==> src/rtl/core/isfc_pkg.sv <==
package isfc_pkg;

    typedef enum logic [2:0] {
        MODE_PASS      = 3'd0,
        MODE_CF32_CS16 = 3'd1,
        MODE_CF32_CS12 = 3'd2,
        MODE_CS16_CS12 = 3'd3,
        MODE_CS16_CS8  = 3'd4,
        MODE_CF32_CS8  = 3'd5,
        MODE_CF32_CU8  = 3'd6
    } isfc_mode_t;

    localparam logic DIR_RX = 1'b0;
    localparam logic DIR_TX = 1'b1;

    localparam logic [1:0] REG_DIRECTION  = 2'd0;
    localparam logic [1:0] REG_CONV_MODE  = 2'd1;
    localparam logic [1:0] REG_SCALE_BITS = 2'd2;
    localparam logic [1:0] REG_ELEM_BYTES = 2'd3;

    localparam logic [31:0] SCALE_RESET = 32'h3F80_0000;
    localparam logic [31:0] QNAN_BIT    = 32'h0040_0000;
    localparam logic [31:0] DEFAULT_NAN = 32'hFFC0_0000;

    // one multiplier lane: unpacked operands plus any special result
    typedef struct packed {
        logic        sign;
        logic        special;
        logic [31:0] special_bits;
        logic [8:0]  esum;
        logic [23:0] ma;
        logic [23:0] mb;
    } isfc_lane_t;

    // side data that travels beside the multiplier lanes
    typedef struct packed {
        logic        last;
        logic        dir;
        logic [2:0]  mode;
        logic [63:0] raw;
    } isfc_side_t;

    // cs12 packing: byte0 = i[11:4], byte1 = q[7:4]:i[15:12], byte2 = q[15:8]
    function automatic logic [23:0] pack12(input logic [15:0] i, input logic [15:0] q);
        return {q[15:8], q[7:4], i[15:12], i[11:4]};
    endfunction

endpackage

==> src/rtl/core/isfc_fmul.sv <==
module isfc_fmul (
    input  logic                 clk,
    input  logic                 en,
    input  isfc_pkg::isfc_lane_t lane,
    output logic [31:0]          result
);

    // multiply stage
    logic [47:0] prod_reg;
    logic [8:0]  esum_m_reg;
    logic        sign_m_reg;
    logic        spec_m_reg;
    logic [31:0] sbits_m_reg;

    // normalize stage
    logic [47:0]        prod_n_reg;
    logic signed [10:0] sh_reg, sh_next;
    logic [9:0]         eb_reg, eb_next;
    logic               zero_reg, zero_next;
    logic               sign_n_reg;
    logic               spec_n_reg;
    logic [31:0]        sbits_n_reg;

    // round stage
    logic [31:0] result_reg, result_next;

    logic [5:0]         lead;
    logic signed [10:0] e_val;
    logic signed [10:0] extra;

    always_comb
    begin
        lead = 6'd0;
        for (int k = 0; k < 48; k++)
            if (prod_reg[k])
                lead = 6'(k);
        zero_next = (prod_reg == 48'd0);
        e_val     = $signed({5'b0, lead}) + $signed({2'b0, esum_m_reg}) - 11'sd173;
        extra     = (e_val < 11'sd1) ? (11'sd1 - e_val) : 11'sd0;
        sh_next   = $signed({5'b0, lead}) - 11'sd23 + extra;
        eb_next   = (e_val < 11'sd1) ? 10'd0 : (e_val[9:0] - 10'd1);
    end

    logic [7:0]  sh_u;
    logic [4:0]  sh_l;
    logic [47:0] shifted;
    logic        guard;
    logic        sticky;
    logic [24:0] q;
    logic [32:0] mag;
    logic [47:0] low_mask;
    logic [10:0] sh_neg;

    always_comb
    begin
        sh_neg   = 11'(-sh_reg);
        sh_l     = sh_neg[4:0];
        sh_u     = sh_reg[7:0];
        low_mask = 48'd0;
        guard    = 1'b0;
        sticky   = 1'b0;
        if (sh_reg[10])
            shifted = prod_n_reg << sh_l;
        else
        begin
            shifted = prod_n_reg >> sh_u;
            if (sh_u != 8'd0 && sh_u <= 8'd48)
            begin
                guard    = prod_n_reg[6'(sh_u - 8'd1)];
                low_mask = (48'd1 << (sh_u - 8'd1)) - 48'd1;
                sticky   = |(prod_n_reg & low_mask);
            end
            else if (sh_u > 8'd48)
                sticky = |prod_n_reg;
        end
        q   = shifted[24:0] + {24'd0, guard & (sticky | shifted[0])};
        mag = {eb_reg, 23'd0} + {8'd0, q};

        if (spec_n_reg)
            result_next = sbits_n_reg;
        else if (zero_reg)
            result_next = {sign_n_reg, 31'd0};
        else if (mag[32:23] >= 10'd255)
            result_next = {sign_n_reg, 8'hFF, 23'd0};
        else
            result_next = {sign_n_reg, mag[30:0]};
    end

    always_ff @(posedge clk)
    begin
        if (en)
        begin
            prod_reg    <= lane.ma * lane.mb;
            esum_m_reg  <= lane.esum;
            sign_m_reg  <= lane.sign;
            spec_m_reg  <= lane.special;
            sbits_m_reg <= lane.special_bits;

            prod_n_reg  <= prod_reg;
            sh_reg      <= sh_next;
            eb_reg      <= eb_next;
            zero_reg    <= zero_next;
            sign_n_reg  <= sign_m_reg;
            spec_n_reg  <= spec_m_reg;
            sbits_n_reg <= sbits_m_reg;

            result_reg  <= result_next;
        end
    end

    assign result = result_reg;

endmodule

==> config.mk <==
export PLATFORM = sky130hd
export DESIGN_NAME = isfc_fmul
export DESIGN_NICKNAME = d
export VERILOG_FILES = /design/src/rtl/core/isfc_pkg.sv /design/src/rtl/core/isfc_fmul.sv
export SDC_FILE = /design/constraint.sdc
export NUM_CORES = 2
export LEC_CHECK = 0
export BUFFER_PORTS_ARGS = -buffer_cell sky130_fd_sc_hd__buf_4
export CORE_MARGIN = 1
export CORE_UTILIZATION = 65
export DETAILED_ROUTE_END_ITERATION = 6
export GPL_TIMING_DRIVEN = 0
export PLACE_DENSITY = 0.83
export SYNTH_ARGS = -nofsm -noshare
export SYNTH_HDL_FRONTEND = slang
export SYNTH_SLANG_ARGS = --single-unit
==> constraint.sdc <==
create_clock -name clk -period 9.4 [get_ports clk]
set_input_delay 1.41 -clock clk [delete_from_list [all_inputs] [get_ports clk]]
set_output_delay 1.41 -clock clk [all_outputs]
set_load 0.1 [all_outputs]
Word level (Yosys, flattened, before mapping)
Index checks and enable logic that the tools add are counted.
- reduce and logical (&&, ||, !) cells: 5
- shifts and indexed selects: 3
- mux-type cells: 59
- multiply operators: 1
- order comparisons: 5
- add/sub/neg operators: 11
- bitwise logic cells: 3
- operators with widths (cell ; number):
    2-to-1 mux 6 bit ; 46
    OR reduction 48 bit ; 2
    2-to-1 mux 31 bit ; 2
    bitwise AND 48 bit ; 1
    logical NOT 48 bit ; 1
    multiplier 24 x 24 -> 48 bit ; 1
    << shifter 1 x 8 -> 48 bit (first input constant) ; 1
    << shifter 48 x 5 -> 25 bit ; 1
    right shift 48 x 8 -> 25 bit ; 1
    subtractor 48 x 1 -> 48 bit (second input constant) ; 1
    adder 33 x 25 -> 33 bit ; 1
    2-to-1 mux 32 bit ; 1
    adder 25 x 1 -> 25 bit ; 1
    2-to-1 mux 25 bit ; 1
    adder 7 x 11 -> 11 bit ; 1
    less-than comparator 11 x 2 -> 1 bit (second input constant) ; 1
    2-to-1 mux 11 bit ; 1
    subtractor 10 x 8 -> 11 bit (second input constant) ; 1
    subtractor 2 x 11 -> 11 bit (first input constant) ; 1
    adder 6 x 9 -> 10 bit ; 1
    greater-or-equal comparator 10 x 8 -> 1 bit (second input constant) ; 1
    subtractor 10 x 1 -> 10 bit (second input constant) ; 1
    greater-than comparator 8 x 6 -> 1 bit (second input constant) ; 1
    <= comparator 8 x 6 -> 1 bit (second input constant) ; 1
    10 further kinds ; 16
- bits of input ports: 93
- output and inout bits: 32
- word-level logic and storage cells: 100
- register bits: 227

Depth between registers and ports, before layout
- word-level depth: 52
- gate-level depth with buffers: 37
- depth with buffers taken out: 36

Worst setup path after synthesis
Ideal clock, no wire load.
- path type: input -> register
- start point: input port lane[3] (netlist name)
- end point: register prod_reg[47], data pin
- required time: 9.141 ns
- setup slack: 1.385 ns
- cell stages on the path: 25
- path buffers: 2
- data arrival time: 7.756 ns
- setup time: 0.259 ns
- cell sequence: clkbuf_1 -> nand2_1 -> fa_1 -> inv_1 -> fa_1 -> fa_1 -> inv_1 -> fa_1 -> fa_1 -> inv_1 -> fa_1 -> fa_1 -> ha_1 -> clkbuf_1 -> and3_1 -> nor4_1 -> o211ai_1 -> a31oi_1 -> a2111oi_0 -> o21ai_0 -> o221ai_1 -> nor2_1 -> o21ai_0 -> a21oi_1 -> xnor2_1
- longest elaborated chain between the ends: 1
- ends and longest elaborated chain (element ; RTL line ; RTL):
    from (decl) ; isfc_fmul.sv:4 ; input isfc_pkg::isfc_lane_t lane,
    multiplier 24 x 24 -> 48 bit ; isfc_fmul.sv:93 ; prod_reg <= lane.ma * lane.mb;
    to (signal assigned) ; isfc_fmul.sv:93 ;
    to (decl) ; isfc_fmul.sv:9 ; logic [47:0] prod_reg;
No other way between the ends.
A chain may end at the register's enable or synchronous reset.

Worst setup path in the final report
- start point: register sh_reg[0]
- end point: register result_reg[11], in the netlist result[11], data pin
- longest elaborated chain between the ends: 15
- elaborated cells on any way between the ends: 28
- those cells by class: add/sub: 5; order compare: 3; shift: 3; mux: 11; bitwise: 3; reduce/logical: 3
- ends and longest elaborated chain (element ; RTL line ; RTL):
    from (decl) ; isfc_fmul.sv:17 ; logic signed [10:0] sh_reg, sh_next;
    from (signal assigned) ; isfc_fmul.sv:100 ; sh_reg <= sh_next;
    subtractor 8 x 1 -> 8 bit ; isfc_fmul.sv:70 ; low_mask = (48'd1 << (sh_u - 8'd1)) - 48'd1;
    << shifter 1 x 8 -> 48 bit ; isfc_fmul.sv:70 ;
    subtractor 48 x 1 -> 48 bit ; isfc_fmul.sv:70 ;
    bitwise AND 48 bit ; isfc_fmul.sv:71 ; sticky = |(prod_n_reg & low_mask);
    OR reduction 48 bit ; isfc_fmul.sv:71 ;
    2-to-1 mux 1 bit ; isfc_fmul.sv:67 ; if (sh_u != 8'd0 && sh_u <= 8'd48)
    2-to-1 mux 1 bit ; isfc_fmul.sv:62 ; if (sh_reg[10])
    bitwise OR 1 bit ; isfc_fmul.sv:76 ; q = shifted[24:0] + {24'd0, guard & (sticky | shifted[0])};
    bitwise AND 1 bit ; isfc_fmul.sv:76 ;
    adder 25 x 1 -> 25 bit (*) ; isfc_fmul.sv:76 ;
    adder 33 x 25 -> 33 bit (*) ; isfc_fmul.sv:77 ; mag = {eb_reg, 23'd0} + {8'd0, q};
    greater-or-equal comparator 10 x 8 -> 1 bit ; isfc_fmul.sv:83 ; else if (mag[32:23] >= 10'd255)
    2-to-1 mux 31 bit (*) ; isfc_fmul.sv:83 ;
    2-to-1 mux 31 bit (*) ; isfc_fmul.sv:81 ; else if (zero_reg)
    2-to-1 mux 32 bit (*) ; isfc_fmul.sv:79 ; if (spec_n_reg)
    net result_next[11] ; isfc_fmul.sv:25 ; logic [31:0] result_reg, result_next;
    to (signal assigned) ; isfc_fmul.sv:107 ; result_reg <= result_next;
    to (decl) ; isfc_fmul.sv:25 ;
Mark *: on every way through the listed nets, which the timed path passes. The rest lies on a longest branch. The select of a mux whose other input is x is not followed.

==> flow_summary_export.csv <==
group,metric,value,unit
status,run_status,"complete, no violations",
route,drt_iter0_drc,3174,
place,gp_congestion,1.06,
floorplanning,die-area,53500,um2
clocking,cts_tree,"done",
floorplanning,start_util,66.2,%
finish,area.growth.synth_to_final,7.52,%
grt,grt_pass1_vias,29100,
synthesis,ys_seq_elements,225,
critical_path,startpoint_type,"flop",
critical_path,required,9.79,ns
synthesis,syn_area,34100,um2
clocking,hold_buffers,0,
synthesis,synthFlopType,"edfxtp_1",
synthesis,synth_nets,4291,
sta,holdWs,0.411,ns
sta,worst_slack,0.221,ns
finish,layout-drive-gt1-share,9.25,%
route,via_per_inst,6.45,
synthesis,synth-edff-count,225,
sta,setup_viol,0,
clocking,htree_num_levels,1,
critical_path,cpPeakStageDelay,0.53,ns
clocking,cts_buffer_depth,3,
sta,maxSlewHeadroom,12.6,%
finish,postLayoutCoreUtil,71.1,%
finish,fill_cells,3760,
route,final_antenna_net_count,0,
sta,clock_skew,0.0205,ns
synthesis,yosys_warnings,0,
critical_path,critPathKind,"reg -> reg",
route,first_pass_iters,6,
synthesis,synth_common_cells,"inv_1 (537), nand2_1 (510), fa_1 (485)",
finish,multi_input_area,24500,um2
sta,drv_slew,0,
floorplanning,io_pins,125,
clocking,cts-root-buf,"clkbuf_16",
clocking,cts_sinks,225,
floorplanning,num_rows,83,
floorplanning,die_y,231,um
finish,final_area,36700,um2
critical_path,critPathArrivalTime,9.57,ns
grt,antenna_found_initial,2,
floorplanning,core,51600,um2
route,routedWlPerCell,25.7,um
flow_run,maxCapViolations,0,
critical_path,crit_path_max_fanout,10,
synthesis,synth_top_area_cell,"fa_1",
floorplanning,die_w,231,um
clocking,clk_latency,0.54,ns
place,io_buffers,124,
grt,overflow,0,
sta,tightest_slew,1.30,ns
route,drt_wl_total,112000,um
clocking,cts-buffers-inserted,23,
synthesis,synth.distinct_cells,97,
critical_path,cp_slowest_cell,"clkbuf_1",
synthesis,synthArstFlopShare,0,%
finish,regArea,6760,um2
clocking,clkTransAtPathRegs,0.06,ns
route,drc,0,
min_path,hold_path.class,"reg -> reg",
synthesis,seq_area_frac_synth,19.8,%
synthesis,synth_top_area_share,28.4,%
synthesis,avgSynthCellArea,9.73,um2
synthesis,synth_cells,3508,
place,dp_slack,-0.571,ns
synthesis,synth_area_leaders,"fa_1 (28%), edfxtp_1 (20%), ha_1 (7.5%)",
route,vias,28000,
finish,nNetsFinal,4430,
sta,hold_viol,0,
grt,grt_pass1_wl,170000,um
grt,grt_max_degree,122,
synthesis,yosysMostFrequentCell,"inv_1",
grt,grtUsageTotal,42.8,%
place,placed_area,36000,um2
critical_path,worstSetupEndpointType,"flop",
sta,fmax,109,MHz
sta,period_needed,9.18,ns
place,hpwl,92500,um
sta,fin_crit_sh,97.6,%
[worst max-delay path, delay by kind of cell, from the launching register on]
kind / cells / cell delay (ns)
xor+xnor: 1 / 0.22
buf+inv: 13 / 3.81
simple gates: 6 / 1.55
flops: 1 / 0.34
compound gates: 8 / 2.04
fa+ha+maj: 3 / 1.05
[metal layers]
layer | part of all wire [%] | vias to the layer above | global-route usage (%)
li1 | - | 11900 | -
met1 | 34 | 13700 | 50.8
met2 | 46 | 1950 | 69.7
met3 | 11 | 542 | 9.76
met4 | 8.7 | 2 | 28.9
met5 | 0.012 | - | 0
[area by class of cell]
type / count / area share, %
repair buffers: 125 / 2.63
flip-flops and latches: 225 / 18.4
clock buffers: 27 / 1.61
clock inverters: 14 / 0.457
well taps: 680 / 2.32
plain buffers: 181 / 2.18
multi-input cells: 2548 / 66.8
inverters: 543 / 5.55
diodes: 1 / 0.00682
[cells by family (layout without fill, tap and decap cells)]
group                      Yosys count  in the layout  synth area share (%)
buffers and inverters              735            890                  8.42
other                                0              1                     0
DFF                                225            225                  19.8
xor gates and xnor gates           122            122                  3.23
muxes                              165            165                  7.69
AOI/OAI and AO/OA                  443            443                  9.12
adders and majority gates          690            690                  35.9
and+or+nand+nor                   1128           1128                  15.8
[final timing paths]
kind                   startpoint              end  slack, ns  depth (start not counted)
hold / removal    sbits_m_reg[30]  sbits_n_reg[30]       0.41                          0
setup reg to reg        sh_reg[0]       result[11]       0.22                         31
hold reg to reg   sbits_m_reg[30]  sbits_n_reg[30]       0.41                          0
setup / recovery        sh_reg[0]       result[11]       0.22                         31
[metrics by stage]
stage	cells	setup TNS, ns
after floorplan	3508	0
after global placement	4312	-1.15
after detailed placement	4313	-1.38
after CTS	4351	0
after global routing	4344	-0.00384
final	4344	0
[what timing repair did]
action                                  4_1_cts  5_1_grt
endpoints found under the setup margin        1       26
gates resized for setup                       1       11
pin swaps                                     0        0
buffers inserted                              0        0
[placed cells by master (no fill, tap or decap), drive strengths merged, types with 12 or more instances in the layout]
master	instances
a211oi	24
a21o	37
a21oi	110
a22o	24
and2	212
and3	17
buf	178
clkbuf	155
edfxtp	225
fa	485
ha	205
inv	544
mux2i	78
mux4	77
nand2	510
nand2b	19
nand3	43
nand4	21
nor2	160
nor2b	17
nor3	52
nor4	25
o211ai	15
o21a	15
o21ai	58
o21bai	16
o22ai	12
o31ai	25
or2	14
xnor2	79
xor2	43
Power is left out: the tool's default activity adds up to more than one toggle a clock period on the data nets, which glitch-free logic cannot reach.
