## src/rtl/core/isfc_pkg.sv

```systemverilog
package isfc_pkg;

    typedef enum logic [2:0] {
        MODE_PASS      = 3'd0,
        MODE_CF32_CS16 = 3'd1,
        MODE_CF32_CS12 = 3'd2,
        MODE_CS16_CS12 = 3'd3,
        MODE_CS16_CS8  = 3'd4,
        MODE_CF32_CS8  = 3'd5,
        MODE_CF32_CU8  = 3'd6
    } isfc_mode_t;

    localparam logic DIR_RX = 1'b0;
    localparam logic DIR_TX = 1'b1;

    localparam logic [1:0] REG_DIRECTION  = 2'd0;
    localparam logic [1:0] REG_CONV_MODE  = 2'd1;
    localparam logic [1:0] REG_SCALE_BITS = 2'd2;
    localparam logic [1:0] REG_ELEM_BYTES = 2'd3;

    localparam logic [31:0] SCALE_RESET = 32'h3F80_0000;
    localparam logic [31:0] QNAN_BIT    = 32'h0040_0000;
    localparam logic [31:0] DEFAULT_NAN = 32'hFFC0_0000;

    // one multiplier lane: unpacked operands plus any special result
    typedef struct packed {
        logic        sign;
        logic        special;
        logic [31:0] special_bits;
        logic [8:0]  esum;
        logic [23:0] ma;
        logic [23:0] mb;
    } isfc_lane_t;

    // side data that travels beside the multiplier lanes
    typedef struct packed {
        logic        last;
        logic        dir;
        logic [2:0]  mode;
        logic [63:0] raw;
    } isfc_side_t;

    // cs12 packing: byte0 = i[11:4], byte1 = q[7:4]:i[15:12], byte2 = q[15:8]
    function automatic logic [23:0] pack12(input logic [15:0] i, input logic [15:0] q);
        return {q[15:8], q[7:4], i[15:12], i[11:4]};
    endfunction

endpackage

```

## src/rtl/core/isfc_unpack.sv

```systemverilog
module isfc_unpack (
    input  logic                   clk,
    input  logic                   en,
    input  logic                   dir,
    input  logic [2:0]             mode,
    input  logic [31:0]            scale_bits,
    input  logic [3:0]             elem_bytes,
    input  logic [63:0]            wire_word,
    input  logic [31:0]            host_i,
    input  logic [31:0]            host_q,
    input  logic                   last_in,
    output isfc_pkg::isfc_lane_t   lane_i,
    output isfc_pkg::isfc_lane_t   lane_q,
    output isfc_pkg::isfc_side_t   side
);

    function automatic isfc_pkg::isfc_lane_t make_lane(
        input logic               tx,
        input logic [31:0]        h,
        input logic signed [16:0] v,
        input logic [31:0]        s
    );
        isfc_pkg::isfc_lane_t l;
        logic        a_sign;
        logic [7:0]  ea;
        logic [23:0] ma;
        logic        a_nan;
        logic        a_inf;
        logic        a_zero;
        logic [16:0] mag;
        logic [7:0]  eb;
        logic        s_nan;
        logic        s_inf;
        logic        s_zero;
        mag = v[16] ? 17'(-v) : 17'(v);
        if (tx == isfc_pkg::DIR_RX)
        begin
            a_sign = v[16];
            ea     = 8'd150;
            ma     = {8'b0, mag[15:0]};
            a_nan  = 1'b0;
            a_inf  = 1'b0;
            a_zero = (mag == 17'd0);
        end
        else
        begin
            a_sign = h[31];
            ea     = (h[30:23] == 8'd0) ? 8'd1 : h[30:23];
            ma     = {(h[30:23] != 8'd0), h[22:0]};
            a_nan  = (h[30:23] == 8'hFF) && (h[22:0] != 23'd0);
            a_inf  = (h[30:23] == 8'hFF) && (h[22:0] == 23'd0);
            a_zero = (h[30:0] == 31'd0);
        end
        eb     = (s[30:23] == 8'd0) ? 8'd1 : s[30:23];
        s_nan  = (s[30:23] == 8'hFF) && (s[22:0] != 23'd0);
        s_inf  = (s[30:23] == 8'hFF) && (s[22:0] == 23'd0);
        s_zero = (s[30:0] == 31'd0);

        l.sign    = a_sign ^ s[31];
        l.esum    = {1'b0, ea} + {1'b0, eb};
        l.ma      = ma;
        l.mb      = {(s[30:23] != 8'd0), s[22:0]};
        l.special = a_nan | s_nan | a_inf | s_inf;
        if (a_nan)
            l.special_bits = h | isfc_pkg::QNAN_BIT;
        else if (s_nan)
            l.special_bits = s | isfc_pkg::QNAN_BIT;
        else if ((a_inf && s_zero) || (s_inf && a_zero))
            l.special_bits = isfc_pkg::DEFAULT_NAN;
        else
            l.special_bits = {l.sign, 8'hFF, 23'd0};
        return l;
    endfunction

    isfc_pkg::isfc_lane_t lane_i_reg, lane_i_next;
    isfc_pkg::isfc_lane_t lane_q_reg, lane_q_next;
    isfc_pkg::isfc_side_t side_reg, side_next;

    logic [15:0]        i12;
    logic [15:0]        q12;
    logic signed [16:0] v_i;
    logic signed [16:0] v_q;
    logic [63:0]        bmask;
    logic [3:0]         nbytes;

    always_comb
    begin
        i12    = {wire_word[11:8], wire_word[7:0], 4'b0};
        q12    = {wire_word[23:16], wire_word[15:12], 4'b0};
        nbytes = (elem_bytes > 4'd8) ? 4'd8 : elem_bytes;
        for (int k = 0; k < 8; k++)
            bmask[8*k +: 8] = (4'(k) < nbytes) ? 8'hFF : 8'h00;

        case (mode)
            isfc_pkg::MODE_CF32_CS16:
            begin
                v_i = {wire_word[15], wire_word[15:0]};
                v_q = {wire_word[31], wire_word[31:16]};
            end
            isfc_pkg::MODE_CF32_CS12:
            begin
                v_i = {i12[15], i12};
                v_q = {q12[15], q12};
            end
            isfc_pkg::MODE_CF32_CS8:
            begin
                v_i = {{9{wire_word[7]}}, wire_word[7:0]};
                v_q = {{9{wire_word[15]}}, wire_word[15:8]};
            end
            isfc_pkg::MODE_CF32_CU8:
            begin
                v_i = $signed({9'b0, wire_word[7:0]}) - 17'sd127;
                v_q = $signed({9'b0, wire_word[15:8]}) - 17'sd127;
            end
            default:
            begin
                v_i = 17'sd0;
                v_q = 17'sd0;
            end
        endcase

        side_next.last = last_in;
        side_next.dir  = dir;
        side_next.mode = mode;
        side_next.raw  = 64'd0;
        if (dir == isfc_pkg::DIR_RX)
        begin
            case (mode)
                isfc_pkg::MODE_PASS:
                    side_next.raw = wire_word & bmask;
                isfc_pkg::MODE_CS16_CS12:
                    side_next.raw = {{16{q12[15]}}, q12, {16{i12[15]}}, i12};
                isfc_pkg::MODE_CS16_CS8:
                    side_next.raw = {{24{wire_word[15]}}, wire_word[15:8],
                                     {24{wire_word[7]}}, wire_word[7:0]};
                default:
                    side_next.raw = 64'd0;
            endcase
        end
        else
        begin
            case (mode)
                isfc_pkg::MODE_PASS:
                    side_next.raw = {host_q, host_i} & bmask;
                isfc_pkg::MODE_CS16_CS12:
                    side_next.raw = {40'd0, isfc_pkg::pack12(host_i[15:0], host_q[15:0])};
                isfc_pkg::MODE_CS16_CS8:
                    side_next.raw = {48'd0, host_q[7:0], host_i[7:0]};
                default:
                    side_next.raw = 64'd0;
            endcase
        end

        lane_i_next = make_lane(dir, host_i, v_i, scale_bits);
        lane_q_next = make_lane(dir, host_q, v_q, scale_bits);
    end

    always_ff @(posedge clk)
    begin
        if (en)
        begin
            lane_i_reg <= lane_i_next;
            lane_q_reg <= lane_q_next;
            side_reg   <= side_next;
        end
    end

    assign lane_i = lane_i_reg;
    assign lane_q = lane_q_reg;
    assign side   = side_reg;

endmodule

```

## config.mk

```make
export PLATFORM = sky130hd
export DESIGN_NAME = isfc_unpack
export DESIGN_NICKNAME = d
export VERILOG_FILES = /design/src/rtl/core/isfc_pkg.sv /design/src/rtl/core/isfc_unpack.sv
export SDC_FILE = /design/constraint.sdc
export NUM_CORES = 1
export LEC_CHECK = 0
export ABC_CLOCK_PERIOD_IN_PS = 3400
export BUFFER_PORTS_ARGS = -buffer_cell sky130_fd_sc_hd__buf_2
export CAP_MARGIN = 20
export CORE_ASPECT_RATIO = 1.4
export CORE_MARGIN = 10
export CORE_UTILIZATION = 35
export CTS_CLUSTER_DIAMETER = 60
export CTS_CLUSTER_SIZE = 12
export DETAILED_ROUTE_END_ITERATION = 8
export GPL_TIMING_DRIVEN = 0
export PLACE_DENSITY_LB_ADDON = 0.05
export REMOVE_ABC_BUFFERS = 1
export SLEW_MARGIN = 10
export SYNTH_ARGS = -nofsm -noshare
export SYNTH_HDL_FRONTEND = slang
export SYNTH_SLANG_ARGS = --single-unit
export TNS_END_PERCENT = 20
```

## constraint.sdc

```tcl
create_clock -name clk -period 3.4 [get_ports clk]
set_input_delay 0.51 -clock clk [delete_from_list [all_inputs] [get_ports clk]]
set_output_delay 0.51 -clock clk [all_outputs]
set_load 0.005 [all_outputs]
```

# [After elaboration in Yosys (flattened, before gate mapping)]
# Index checks and enable logic that the tools add are counted.
[totals] regBits=227 out_inout_bits=251 wordCells=122
[classes] addsub=6 order_cmp=9 eq_ne=9 n_mux=37 n_bitwise=10 reduce_logical=32
[op_table] cell="case mux 64 bit (3 select lines)" count=2
[op_table] cell="two-way mux 32 bit" count=6
[op_table] cell="case mux 17 bit (4 select lines)" count=2
[op_table] cell="AND 64 bit" count=2
[op_table] cell="two-way mux 8 bit" count=13
[op_table] cell="zero test 31 bit" count=3
[op_table] cell="zero test 23 bit" count=3
[op_table] cell="nonzero test 23 bit" count=3
[op_table] cell="two-way mux 64 bit" count=1
[op_table] cell="zero test 17 bit" count=2
[op_table] cell="two-way mux 17 bit" count=2
[op_table] cell="negator 17 bit" count=2
[op_table] cell="two-way mux 16 bit" count=2
[op_table] cell="equality test 8 bit (second input constant)" count=3
[op_table] cell="zero test 8 bit" count=3
[op_table] cell="nonzero test 8 bit" count=3
[op_table] cell="adder 8 x 8 -> 9 bit" count=2
[op_table] cell="subtractor 8 x 7 -> 9 bit (second input constant)" count=2
[op_table] cell="less-than comparator 3 x 4 -> 1 bit (first input constant)" count=4
[op_table] cell="logical AND 1 bit" count=10
[op_table] cell="equality test 3 bit (second input constant)" count=3
[op_table] cell="less-than comparator 1 x 4 -> 1 bit (first input constant)" count=2
[op_table] cell="less-than comparator 2 x 4 -> 1 bit (first input constant)" count=2
[op_table] cell="two-way mux 1 bit" count=8
[op_table] cell="other kinds (9)" count=18

# [Logic depth before layout (Yosys ltp)]
[logic_depth] word_depth=11 mapped_depth=15 mapped_depth_nobuf=14

# [Worst setup path after synthesis]
# Ideal clock, no wire load.
[synth_timing] path_type="input-to-reg" from="input mode[0]" to="register lane_i_reg (netlist bit lane_i[88]), data pin" arrival_time_ns=3.366 t_required_ns=3.254 setup_slack_ns=-0.112 path_stages=15 n_path_buf=2 path_cell_list="inv_1 > ha_1 > buf_2 > buf_2 > and2_1 > a32oi_1 > ha_1 > o211ai_1 > or3_1 > nor4_1 > a41oi_1 > xnor2_1 > a2111oi_0 > nand4_1 > a21oi_1"
[synth_lines] element="start: declaration" line_no="isfc_unpack.sv:5" rtl="input logic [2:0] mode,"
[synth_lines] element="end signal: assignment" line_no="isfc_unpack.sv:162" rtl="lane_i_reg <= lane_i_next;"
[synth_lines] element="end: declaration" line_no="isfc_unpack.sv:75" rtl="isfc_pkg::isfc_lane_t lane_i_reg, lane_i_next;"

==> key figures <==
Status
  • Status: complete, no violations

Clocking
  • CTS root buffer: clkbuf_16
  • H-tree depth: 1
  • # clock sinks: 227
  • Clock Pin Slew Worst Setup and Hold Paths: 0.06 ns
  • CTS tree: built
  • Number of CTS-inserted buffers: 24
  • Clock Path Buffers: 3
  • Cts hold-fix bufs: 0

Worst hold path
  • Tightest Hold Check Type: input port to flop

Synthesis
  • Synthesized flop and latch total: 227
  • Cell area after synthesis: 0.0128 mm²
  • Synth warn: 0
  • Synth Area per Inst: 10.5 µm²
  • Post-synth top area cell: edfxtp_1
  • Post-Synth Adder-Cell Area: 0.0265
  • EDFF count, synth: 227
  • Synth top area cells: edfxtp_1 (53%), nand2_1 (4.7%), o21ai_0 (3.8%), a21oi_1 (2.7%), ha_1 (2.3%)
  • Largest family of logic cells by synthesized area: compound AO/OA/AOI/OAI gates
  • Synth Area in XOR/XNOR: 0.0171
  • FFs w/ async S/R, synth: 0
  • Post-synth cell types: 79
  • Yosys top cell area share: 0.531
  • Most used DFF post-synth: edfxtp_1
  • Register area share after synthesis: 0.531
  • Post-Syn Instances: 1228
  • Post-synthesis mux area share: 0.0279
  • Compound-Gate Fraction of Synth Area: 0.190
  • Post-synthesis simple-gate area fraction: 0.155

Global route
  • Largest net degree at the start of global routing: 81
  • GR Util All Layers: 0.243
  • First-pass GRT wire length: 81700 µm
  • Gr ovfl total: 0
  • Vias in the first global route: 11700
  • Antenna violations before repair: 6

Final layout
  • Synthesis-to-layout area growth: 26.8%
  • Filler-free cell count of the finished design: 2062
  • Final instance area: 0.0163 mm²
  • Share of cells above drive strength 1: 0.337
  • Largest register FFs: 91
  • Fin nets: 1790

Setup path
  • Endpoint type of the worst setup path: flop
  • Crit Path Category: input port to flop
  • Critical path peak fanout: 22
  • Slowest-stage cell, CP: a311oi_2
  • WP data arrival: 3.76 ns
  • CP most frequent cell: nand4_1
  • Max incr delay on CP: 0.54 ns
  • Startpoint types: input port
  • Worst-path cell chain: clkbuf_4, inv_4, ha_4, buf_12, and3_1, a31o_2, or2_2, nor4_1, nand4_1, a311oi_2, nand4_1, a21oi_1
  • Critical path required time: 3.80 ns

STA
  • Worst rel slew slack: 0.310
  • FMAX: 297 MHz
  • Worst hold slack: 0.148 ns
  • RSZ-0062 raised after global routing: true
  • Final critical-path share of the clock period: 0.989
  • Min cycle time layout: 3.36 ns
  • Final setup viols: 0
  • Slew @ Worst Pin: 1.03 ns
  • Final hold violations: 0
  • Pins Over Slew Limit: 0

Floorplan
  • Row count: 82
  • Core Region: 0.0360 mm²
  • Die X: 182 µm
  • Die ar.: 0.0448 mm²
  • Initial Util: 0.356
  • # IOs: 422
  • Die Height: 247 µm

Power and ir drop
  • Int Pwr: 5.29 mW
  • VDD IR-drop max: 0.000369 V
  • Share of power burned in registers: 0.463
  • Pwr/cell area: 452 mW/mm²
  • Gate power share: 0.200
  • Reported net switching power: 2.08 mW
  • Total power: 7.36 mW
  • Leak: 6.40 nW
  • Clk pwr share: 0.337
  • Sw Ratio: 0.282

Routing
  • Via count: 11700
  • Wire length per cell: 28.0 µm
  • Vias per cell: 5.66
  • Routed wire length: 57800 µm
  • Drc violations: 0
  • DRT iter0 DRCs: 918
  • Antenna Nets Post-Route: 0
  • First-pass DRT Iterations: 5

Place
  • Placement Cell Area: 0.0152 mm²
  • Placer Congestion: 0.920
  • Port buffer count: 421
  • Placed instance count: 2017
  • DP HPWL: 44500 µm

Job
  • Max-cap violations: 0
[worst max-delay path: cells and delay by family]
family                     cells  cell delay (ns)
and+or+nand+nor                5             1.57
AOI/OAI and AO/OA              3             1.03
buffers and inverters          3             0.36
adders and majority gates      1             0.25
[final timing paths]
check,startpoint,end,slack (ns),cells past startpoint
worst max-delay path,mode[1],lane_i[88],0.04,12
worst min-delay path,last_in,side[68],0.15,1
[cells in the mapped netlist, drive strengths merged (6+ instances only)]
cell type	instances
a21boi	10
a21o	7
a21oi	69
a221o	6
a221oi	12
a22oi	37
a41oi	6
and2	29
and3	8
buf	57
clkbuf	62
edfxtp	227
ha	24
inv	18
mux2	14
mux2i	20
nand2	159
nand2b	17
nand3	34
nand3b	6
nand4	13
nor2	63
nor2b	7
nor3	20
nor4	25
o211ai	8
o21a	6
o21ai	99
o21bai	7
o221ai	6
o22ai	26
o2bb2ai	11
o31ai	11
or2	8
or4	6
xnor2	18
xor2	7
[placed cells by master (no fill, tap or decap), drive strengths merged, types with 14 or more instances in the layout]
master / Yosys / layout
inv: 18 / 19
mux2i: 20 / 20
nand2b: 17 / 17
a22oi: 37 / 37
nand3: 34 / 34
clkbuf: 62 / 27
nor3: 20 / 20
a21oi: 69 / 69
nor4: 25 / 25
conb: 1 / 16
mux2: 14 / 14
edfxtp: 227 / 227
nor2: 63 / 63
and2: 29 / 29
o22ai: 26 / 26
o21ai: 99 / 99
buf: 57 / 441
nand2: 159 / 159
ha: 24 / 24
xnor2: 18 / 18
[power groups by stage]
stage | registers, mW | logic [mW] | clock network, mW
after floorplan | 3.50 | 0.512 | 0
after CTS | 3.41 | 1.45 | 2.55
after detailed placement | 3.47 | 1.40 | 0
final | 3.41 | 1.47 | 2.48
after global placement | 3.49 | 1.37 | 0
after global routing | 3.43 | 1.58 | 2.65
[per-stage QoR]
step | setup TNS (ns) | utilization | worst slack (ns)
4_1_cts | 0 | 0.448 | 0.0209
5_1_grt | -0.109 | 0.452 | -0.0730
3_5_place_dp | -16.00 | 0.423 | -1.23
2_1_floorplan | -4.84 | - | -0.450
6_report | 0 | 0.452 | 0.0357
3_3_place_gp | -639.78 | 0.416 | -4.37
[logic make-up after synthesis]
kind of cell,count (synthesis)
DFF,227
adders and majority gates,26
muxes,34
other,1
and+or+nand+nor,408
xor gates and xnor gates,25
AOI/OAI and AO/OA,368
buffers and inverters,139
[final cells by class]
| type | instances | area, µm² |
|---|---|---|
| repair buffers | 443 | 2450 |
| flip-flops and latches | 227 | 6820 |
| diodes | 2 | 5.00 |
| well taps | 462 | 578 |
| fillers | 3546 | 19700 |
| clock inverters | 5 | 57.6 |
| inverters | 20 | 83.8 |
| clock buffers | 26 | 629 |
| multi-input cells | 877 | 5650 |
[what timing repair did]
item | in CTS | in global routing
gates resized for setup | 24 | 19
gates cloned | 1 | 0
setup endpoints to repair | 7 | 7
setup buffers | 6 | 4
pin swaps | 9 | 10
[per-layer routing]
metal / wire [µm] / up-vias / GRT usage
li1: - / 5375 / -
met1: 21200 / 5660 / 0.269
met2: 29900 / 535 / 0.438
met3: 4310 / 101 / 0.0547
met4: 2350 / 4 / 0.102
met5: 21 / - / 0
Note: power is estimated with default switching activity, not from simulation.
